--- config.mk ---
export PLATFORM = sky130hd
export DESIGN_NAME = gcd_lcm_solution_counter
export DESIGN_NICKNAME = d
export VERILOG_FILES = /design/src/gcdlcm_pkg.sv /design/src/gcd_lcm_solution_counter.sv /design/src/gcdlcm_lane.sv /design/src/gcdlcm_merge.sv
export VERILOG_INCLUDE_DIRS = /design/src /design/src/src
export SDC_FILE = /design/constraint.sdc
export NUM_CORES = 2
export LEC_CHECK = 0
export BUFFER_PORTS_ARGS = -buffer_cell sky130_fd_sc_hd__buf_2
export CAP_MARGIN = 20
export CORE_MARGIN = 10
export CORE_UTILIZATION = 25
export CTS_CLUSTER_DIAMETER = 80
export DETAILED_ROUTE_END_ITERATION = 6
export GPL_ROUTABILITY_DRIVEN = 0
export GPL_TIMING_DRIVEN = 0
export PLACE_DENSITY = 0.49
export SLEW_MARGIN = 20
export SYNTH_ARGS = -nofsm -noshare
export SYNTH_HDL_FRONTEND = slang
export SYNTH_SLANG_ARGS = --single-unit
--- constraint.sdc ---
create_clock -name clock -period 14 [get_ports clock]
set_clock_uncertainty 0.1 [all_clocks]
set_input_delay 1.4 -clock clock [delete_from_list [all_inputs] [get_ports clock]]
set_output_delay 1.4 -clock clock [all_outputs]
set_load 0.01 [all_outputs]
--- src/gcd_lcm_solution_counter_macros.svh ---
// Assertion macros shared by the gcd/lcm solution counter RTL.
`ifndef GCD_LCM_SOLUTION_COUNTER_MACROS_SVH
`define GCD_LCM_SOLUTION_COUNTER_MACROS_SVH

// Same-cycle implication.
`define GLSC_ASSERT_IMP(label, clk, rst, ante, cons) \
   label: assert property (@(posedge clk) disable iff (rst) (ante) |-> (cons)) \
      else $error("glsc assertion failed");

// Next-cycle implication.
`define GLSC_ASSERT_NXT(label, clk, rst, ante, cons) \
   label: assert property (@(posedge clk) disable iff (rst) (ante) |=> (cons)) \
      else $error("glsc assertion failed");

`endif

--- src/gcdlcm_pkg.sv ---
// Shared constants and lane command type for the gcd/lcm solution counter.
package gcdlcm_pkg;

   localparam int VALUE_WIDTH_DEF = 31;
   localparam int COUNT_WIDTH_DEF = 11;
   localparam int LANES           = 4;

   typedef struct packed {
      logic load;
      logic round;
      logic mark;
   } lane_cmd_type;

endpackage

--- src/gcd_lcm_solution_counter.sv ---
// Counts x with gcd(x,a0)=a1 and lcm(x,b0)=b1 by joint trial division over four lanes.
//
// One item at a time. After the item is taken, the four operands are factored
// together by rising trial divisors d while d*d does not exceed some remainder.
// For each d every lane runs a bit-serial restoring divider, once more each
// time d divides evenly. Each leftover prime is then marked in the lanes and
// folded into the count. The worst case at 31-bit operands is set by the lane
// dividers over about 46341 trial divisors. The result waits in an output
// register; a zero operand gives a count of 0.
module gcd_lcm_solution_counter import gcdlcm_pkg::*; #(
   parameter int VALUE_WIDTH = VALUE_WIDTH_DEF,
   parameter int COUNT_WIDTH = COUNT_WIDTH_DEF
) (
   input  logic                   clock,
   input  logic                   reset,
   input  logic                   req_valid,
   output logic                   req_ready,
   input  logic [VALUE_WIDTH-1:0] req_gcd_operand,
   input  logic [VALUE_WIDTH-1:0] req_gcd_result,
   input  logic [VALUE_WIDTH-1:0] req_lcm_operand,
   input  logic [VALUE_WIDTH-1:0] req_lcm_result,
   output logic                   rsp_valid,
   input  logic                   rsp_ready,
   output logic [COUNT_WIDTH-1:0] rsp_solution_count
);

`include "gcd_lcm_solution_counter_macros.svh"

   localparam int VW = VALUE_WIDTH;
   localparam int DW = VALUE_WIDTH / 2 + 2;
   localparam int SW = 2 * DW;
   localparam int EW = $clog2(VALUE_WIDTH + 1);
   localparam int CW = COUNT_WIDTH;

   localparam logic [2:0] S_IDLE   = 3'd0;
   localparam logic [2:0] S_CHECK  = 3'd1;
   localparam logic [2:0] S_WAIT   = 3'd2;
   localparam logic [2:0] S_LEFT   = 3'd3;
   localparam logic [2:0] S_LFOLD  = 3'd4;
   localparam logic [2:0] S_FINISH = 3'd5;

   logic [2:0]    state_ff, state_in;
   logic [DW-1:0] d_ff, d_in;
   logic [SW-1:0] sq_ff, sq_in;
   logic [1:0]    idx_ff, idx_in;
   logic          zero_ff, zero_in;
   logic          rsp_valid_ff, rsp_valid_in;
   logic [CW-1:0] count_ff, count_in;

   lane_cmd_type  cmd;
   logic [VW-1:0] lane_value [LANES];
   logic [VW-1:0] req_value  [LANES];
   logic [VW-1:0] lane_rem   [LANES];
   logic [EW-1:0] lane_exp   [LANES];
   logic [LANES-1:0] lane_busy;
   logic          in_range;
   logic          hit;
   logic          any_zero;
   logic          merge_init;
   logic          merge_fold;
   logic [CW-1:0] product;
   logic [VW-1:0] p;

   assign req_value[0] = req_gcd_operand;
   assign req_value[1] = req_gcd_result;
   assign req_value[2] = req_lcm_operand;
   assign req_value[3] = req_lcm_result;

   assign req_ready = state_ff == S_IDLE;
   assign p         = lane_rem[idx_ff];

   always_comb begin
      in_range = 1'b0;
      hit      = 1'b0;
      any_zero = 1'b0;
      for (int i = 0; i < LANES; i++) begin
         in_range = in_range | (SW'(lane_rem[i]) >= sq_ff);
         hit      = hit | (lane_exp[i] != '0);
         any_zero = any_zero | (req_value[i] == '0);
         lane_value[i] = (state_ff == S_IDLE) ? req_value[i] : p;
      end
   end

   generate
      for (genvar g = 0; g < LANES; g++) begin : g_lane
         gcdlcm_lane #(.VW(VW), .DW(DW), .EW(EW)) u_lane (
            .clock     (clock),
            .reset     (reset),
            .cmd       (cmd),
            .value     (lane_value[g]),
            .divisor   (d_ff),
            .busy      (lane_busy[g]),
            .remainder (lane_rem[g]),
            .exponent  (lane_exp[g])
         );
      end
   endgenerate

   gcdlcm_merge #(.EW(EW), .CW(CW)) u_merge (
      .clock   (clock),
      .init    (merge_init),
      .fold    (merge_fold),
      .exps    (lane_exp),
      .product (product)
   );

   always_comb begin
      state_in     = state_ff;
      d_in         = d_ff;
      sq_in        = sq_ff;
      idx_in       = idx_ff;
      zero_in      = zero_ff;
      rsp_valid_in = rsp_valid_ff & ~rsp_ready;
      count_in     = count_ff;
      cmd          = '0;
      merge_init   = 1'b0;
      merge_fold   = 1'b0;

      unique case (state_ff)
         S_IDLE: begin
            if (req_valid) begin
               cmd.load   = 1'b1;
               merge_init = 1'b1;
               d_in       = DW'(2);
               sq_in      = SW'(4);
               zero_in    = any_zero;
               state_in   = any_zero ? S_FINISH : S_CHECK;
            end
         end
         S_CHECK: begin
            if (in_range) begin
               cmd.round = 1'b1;
               state_in  = S_WAIT;
            end else begin
               idx_in   = '0;
               state_in = S_LEFT;
            end
         end
         S_WAIT: begin
            if (lane_busy == '0) begin
               merge_fold = hit;
               d_in       = d_ff + DW'(1);
               sq_in      = sq_ff + SW'({d_ff, 1'b1});
               state_in   = S_CHECK;
            end
         end
         S_LEFT: begin
            if (p > VW'(1)) begin
               cmd.mark = 1'b1;
               state_in = S_LFOLD;
            end else if (idx_ff == 2'(LANES - 1)) begin
               state_in = S_FINISH;
            end else begin
               idx_in = idx_ff + 2'd1;
            end
         end
         S_LFOLD: begin
            merge_fold = 1'b1;
            if (idx_ff == 2'(LANES - 1)) begin
               state_in = S_FINISH;
            end else begin
               idx_in   = idx_ff + 2'd1;
               state_in = S_LEFT;
            end
         end
         S_FINISH: begin
            if (!rsp_valid_ff || rsp_ready) begin
               rsp_valid_in = 1'b1;
               count_in     = zero_ff ? '0 : product;
               state_in     = S_IDLE;
            end
         end
         default: begin
            state_in = S_IDLE;
         end
      endcase
   end

   always_ff @(posedge clock) begin
      if (reset) begin
         state_ff     <= S_IDLE;
         rsp_valid_ff <= 1'b0;
         d_ff         <= DW'(2);
         sq_ff        <= SW'(4);
      end else begin
         state_ff     <= state_in;
         rsp_valid_ff <= rsp_valid_in;
         d_ff         <= d_in;
         sq_ff        <= sq_in;
      end
      idx_ff   <= idx_in;
      zero_ff  <= zero_in;
      count_ff <= count_in;
   end

   assign rsp_valid          = rsp_valid_ff;
   assign rsp_solution_count = count_ff;

   `GLSC_ASSERT_NXT(a_accept_blocks, clock, reset, req_valid && req_ready, !req_ready)
   `GLSC_ASSERT_IMP(a_square_tracks, clock, reset, 1'b1, sq_ff == SW'(d_ff) * SW'(d_ff))
   `GLSC_ASSERT_IMP(a_divisor_min, clock, reset, state_ff != S_IDLE, d_ff >= DW'(2))
   `GLSC_ASSERT_NXT(a_round_starts, clock, reset, cmd.round, lane_busy == {LANES{1'b1}})

endmodule

--- src/gcdlcm_lane.sv ---
// One factoring lane: holds a remainder and runs repeated bit-serial trial divisions.
module gcdlcm_lane import gcdlcm_pkg::*; #(
   parameter int VW = VALUE_WIDTH_DEF,
   parameter int DW = VALUE_WIDTH_DEF / 2 + 2,
   parameter int EW = $clog2(VALUE_WIDTH_DEF + 1)
) (
   input  logic          clock,
   input  logic          reset,
   input  lane_cmd_type  cmd,
   input  logic [VW-1:0] value,
   input  logic [DW-1:0] divisor,
   output logic          busy,
   output logic [VW-1:0] remainder,
   output logic [EW-1:0] exponent
);

   localparam int CNTW = (VW > 1) ? $clog2(VW) : 1;

   logic [VW-1:0]   r_ff, r_in;
   logic [EW-1:0]   exp_ff, exp_in;
   logic            busy_ff, busy_in;
   logic [VW-1:0]   quo_ff, quo_in;
   logic [DW-1:0]   rem_ff, rem_in;
   logic [CNTW-1:0] cnt_ff, cnt_in;

   logic [DW:0]     trial;
   logic [DW:0]     diff;
   logic            ge;
   logic [DW-1:0]   rem_next;
   logic [VW-1:0]   quo_next;
   logic            last;
   logic            eq;

   always_comb begin
      trial    = {rem_ff, quo_ff[VW-1]};
      ge       = trial >= {1'b0, divisor};
      diff     = trial - {1'b0, divisor};
      rem_next = ge ? diff[DW-1:0] : trial[DW-1:0];
      quo_next = {quo_ff[VW-2:0], ge};
      last     = cnt_ff == CNTW'(VW - 1);
      eq       = r_ff == value;

      r_in    = r_ff;
      exp_in  = exp_ff;
      busy_in = busy_ff;
      quo_in  = quo_ff;
      rem_in  = rem_ff;
      cnt_in  = cnt_ff;

      if (busy_ff) begin
         quo_in = quo_next;
         rem_in = rem_next;
         cnt_in = cnt_ff + CNTW'(1);
         if (last) begin
            if (rem_next == '0) begin
               // divides evenly: keep quotient, divide again
               r_in   = quo_next;
               exp_in = exp_ff + EW'(1);
               rem_in = '0;
               cnt_in = '0;
            end else begin
               busy_in = 1'b0;
            end
         end
      end else if (cmd.load) begin
         r_in   = value;
         exp_in = '0;
      end else if (cmd.round) begin
         exp_in  = '0;
         busy_in = 1'b1;
         quo_in  = r_ff;
         rem_in  = '0;
         cnt_in  = '0;
      end else if (cmd.mark) begin
         exp_in = EW'(eq);
         if (eq) begin
            r_in = VW'(1);
         end
      end
   end

   always_ff @(posedge clock) begin
      if (reset) begin
         busy_ff <= 1'b0;
      end else begin
         busy_ff <= busy_in;
      end
      r_ff   <= r_in;
      exp_ff <= exp_in;
      quo_ff <= quo_in;
      rem_ff <= rem_in;
      cnt_ff <= cnt_in;
   end

   assign busy      = busy_ff;
   assign remainder = r_ff;
   assign exponent  = exp_ff;

endmodule

--- src/gcdlcm_merge.sv ---
// Merging stage: turns the four lane exponents into a per-prime factor and folds the product.
module gcdlcm_merge import gcdlcm_pkg::*; #(
   parameter int EW = $clog2(VALUE_WIDTH_DEF + 1),
   parameter int CW = COUNT_WIDTH_DEF
) (
   input  logic          clock,
   input  logic          init,
   input  logic          fold,
   input  logic [EW-1:0] exps [LANES],
   output logic [CW-1:0] product
);

   localparam int FW = EW + 1;

   logic [CW-1:0]    product_ff, product_in;
   logic [FW-1:0]    factor;
   logic [CW+FW-1:0] wide;
   logic             fix_lo;
   logic             fix_hi;
   logic [EW-1:0]    ea0, ea1, eb0, eb1;

   always_comb begin
      ea0    = exps[0];
      ea1    = exps[1];
      eb0    = exps[2];
      eb1    = exps[3];
      fix_lo = ea0 > ea1;
      fix_hi = eb0 < eb1;
      if (ea0 < ea1 || eb0 > eb1) begin
         factor = '0;
      end else if (fix_lo && fix_hi) begin
         factor = FW'(ea1 == eb1);
      end else if (fix_lo || fix_hi) begin
         factor = FW'(ea1 <= eb1);
      end else if (eb1 >= ea1) begin
         factor = FW'(eb1 - ea1) + FW'(1);
      end else begin
         factor = '0;
      end
      wide = (CW+FW)'(product_ff) * (CW+FW)'(factor);

      product_in = product_ff;
      if (init) begin
         product_in = CW'(1);
      end else if (fold) begin
         // saturate at the all-ones count
         if (wide > (CW+FW)'({CW{1'b1}})) begin
            product_in = {CW{1'b1}};
         end else begin
            product_in = wide[CW-1:0];
         end
      end
   end

   always_ff @(posedge clock) begin
      product_ff <= product_in;
   end

   assign product = product_ff;

endmodule

==> metrics.md <==
| Metric | Value |
|---|---|
| Outcome | `finished clean` |
| Number of port buffers | `approximately 140` |
| Number of global-route vias before repair | `around 27000` |
| Worst-Margin Slew | `1.15 ns` |
| Initial Utilization | `approximately 25%` |
| Core area | `130000 sq um` |
| Sequential share of the synthesized area | `roughly two fifths` |
| H-tree lvl count | `2` |
| Post-Syn Area | `32800 sq um` |
| Initial antenna violation count | `13` |
| Dominant synthesized flop cell | `edfxtp_1` |
| Crit. End Element | `register` |
| CTS resizes | `0` |
| Max frequency | `129 MHz` |
| Total I/O pin count | `141` |
| Crit-path max FO | `10` |
| Clk_lat worst skew | `0.64 ns` |
| Residual DRC | `0` |
| Setup CP Type | `reg2reg` |
| Fin. max-slew vios | `0` |
| Relative slew slack | `23.4%` |
| Hold_buf cts | `0` |
| TritonCTS clock tree | `done` |
| Post-synth top cells | `370 x edfxtp_1, 291 x a21oi_1, 275 x ha_1` |
| DR pass1 iterations | `5` |
| Startpoint Class | `register` |
| Mapped Nets | `3712` |
| PwrDens | `about 170 nW/um^2` |
| Die W | `between 300 and 400 microns` |
| Post-route ant nets | `0` |
| Final Hold Vio Count | `0` |
| Endpoints failing setup | `0` |
| Req. time, crit path | `14.42 ns` |
| Post-synthesis register bit count | `440` |
| First-pass GRT wire length | `183000 microns` |
| Setup Fix Bufs, Post-CTS | `0` |
| Async SR Flop Fraction | `0%` |
| Setup TNS Final | `0 ns` |
| Fin crit period | `7.75 ns` |
| RSZ-0062 raised after global routing | `no` |
| Cells along the critical path | `inv_1, ha_1, a21o_1, a221oi_1, o221ai_1, or3_1, nor2_1, clkbuf_1, nand2_1, fa_1, fa_1, fa_1, inv_1, ha_1, nor2b_1, o21ai_0, a21boi_0, o21ai_0, a21o_1, o21ai_0, mux2i_1, nor2_1, a311oi_1` |
| Total global routing overflow | `0` |
| Final period util | `between 50% and 60%` |
| GR Util All Layers | `16.4%` |
| Share of Yosys cell area claimed by the top area cell type | `between 30% and 40%` |
| Clock-pin slew on the worst setup and hold paths | `0.07 ns` |
| Die footprint | `146000 sq um` |
| Syn Area/Cell | `10.0 sq um` |
| Max cap viols | `0` |
| Instance count of the mapped netlist | `3267` |
| Nets | `3923` |
| Die Ht | `382 microns` |
| Top post-synthesis cells by area | `edfxtp_1 34%, ha_1 11%, a21oi_1 4.4%` |
| Yosys Warn Count | `0` |
| Dominant cell type by area after synthesis | `edfxtp_1` |
| Worst path slowest cell | `mux2i_1` |
| Largest net degree at the start of global routing | `36` |
| Netlist cell types | `90` |
| CTS Root Cell | `clkbuf_16` |
| LEAKAGE | `14.0 nW` |
| Area growth syn-to-layout | `15.6%` |
| Layout cells sized above 1 | `12.8%` |
| CTS Buffer Depth | `3` |
| Worst min path class | `reg2reg` |
| Wirelength per Cell | `23.8 microns` |
| Standard-cell rows | `132` |
| Clk sinks | `440` |
| Number of vias per cell | `5.30` |
| Post-synth EDFFs | `370` |
| Pwr Total | `around 6.5 mW` |
| Vias | `27900` |
| Final WL | `about 130000 microns` |
| Inserted Clock Buffers | `55` |
| Drt initial violations | `roughly 2700` |
| Peak supply drop | `0.0000977 V` |
| Largest stage delay, worst path | `between 0.7 and 0.8 ns` |
| Most frequent cell after synthesis | `edfxtp_1` |
| Final Util | `between 20% and 30%` |
| Hpwl dp | `99900 microns` |
| Arrival @ worst endpoint | `slightly above 8 ns` |
[worst max-delay path, delay by kind of cell, from the launching register on]
family          cells  cell delay (ns)
compound gates      9             2.34
fa+ha+maj           5             2.21
simple gates        5             1.16
mux                 1             0.74
buf+inv             3             0.69
flops               1             0.41
[layer usage]
metal | part of all wire [%] | vias up | routed length [microns] | global-route usage (%)
met1 | 45 | 13800 | 55900 | 22.7
met3 | 8.0 | 246 | 9990 | 3.07
met5 | 0.071 | - | 89 | 0
met4 | 4.3 | 14 | 5390 | 6.50
met2 | 43 | 1115 | 54100 | 25.0
li1 | - | 12800 | - | -
[sequential cells by signal, summed over array words and instances (netlist names), 2 cells and up]
name and flops:
rsp_solution_count 11, g_lane.u_lane.rem_ff 68, g_lane.u_lane.exponent 20, d_ff 17, state_ff 3, sq_ff 34, g_lane.u_lane.quo_ff 124, g_lane.u_lane.cnt_ff 20
g_lane.u_lane.busy 4, u_merge.product 11, g_lane.u_lane.remainder 124, idx_ff 2
[power breakdown]
part | total, mW | internal, mW | leakage (nW) | switching [mW]
Sequential | 2.32 | 1.90 | 4.17 | 0.418
Combinational | 2.78 | 1.12 | 8.96 | 1.66
Clock | 1.44 | 0.812 | 0.855 | 0.630
Total | 6.54 | 3.84 | 14.0 | 2.71
[cell usage in the layout (no fill, tap or decap), drive strengths merged, types with 24 or more instances in the layout]
cell type and instances:
a211oi 33, a21o 49, a21oi 296, a22o 125, and2 69, buf 185
clkbuf 174, dfxtp 70, edfxtp 370, fa 42, ha 275, inv 183
mux2 121, mux4 31, nand2 182, nand3 67, nand4 70, nor2 245
nor2b 71, nor3 70, nor4 91, o211ai 24, o21ai 93, xnor2 160
xor2 67
[cells by family (layout without fill, tap and decap cells)]
kind of cell / Yosys count / in the layout / synth area share, %
compound gates: 813 / 813 / 16.6
simple gates: 978 / 978 / 15.3
other cells: 0 / 4 / 0
flops: 440 / 440 / 38.2
xor+xnor: 227 / 227 / 6.07
mux: 174 / 174 / 6.96
buf+inv: 318 / 574 / 3.79
fa+ha+maj: 317 / 317 / 13.1
[worst paths after layout]
path,start,endpoint,slack (ns),depth (start not counted)
worst max-delay path,g_lane[3].u_lane.exponent[1],u_merge.product[4],6.25,23
worst min-delay path,sq_ff[20],sq_ff[20],0.39,2
worst max register to register,g_lane[3].u_lane.exponent[1],u_merge.product[4],6.25,23
worst min register to register,sq_ff[20],sq_ff[20],0.39,2
[through the flow]
stage                     setup WS [ns]  area (sq um)  cells  hold WS [ns]
after detailed placement           6.28         36100   5163         0.380
final                              6.25         37900   5269         0.391
after floorplan                    7.50         32800   3267         0.352
after CTS                          6.26         37900   5265         0.386
after global placement             3.37         35600   5148         0.362
after global routing               5.80         37900   5265         0.404
[layout make-up]
class | instances | area (sq um)
flip-flops and latches | 440 | 12500
inverters | 180 | 676
clock buffers | 67 | 1440
fillers | 13700 | 92000
multi-input cells | 2509 | 19100
repair buffers | 154 | 1080
plain buffers | 138 | 566
diodes | 4 | 10.0
well taps | 1742 | 2180
clock inverters | 35 | 323
Power figures use the tool's default switching activity.
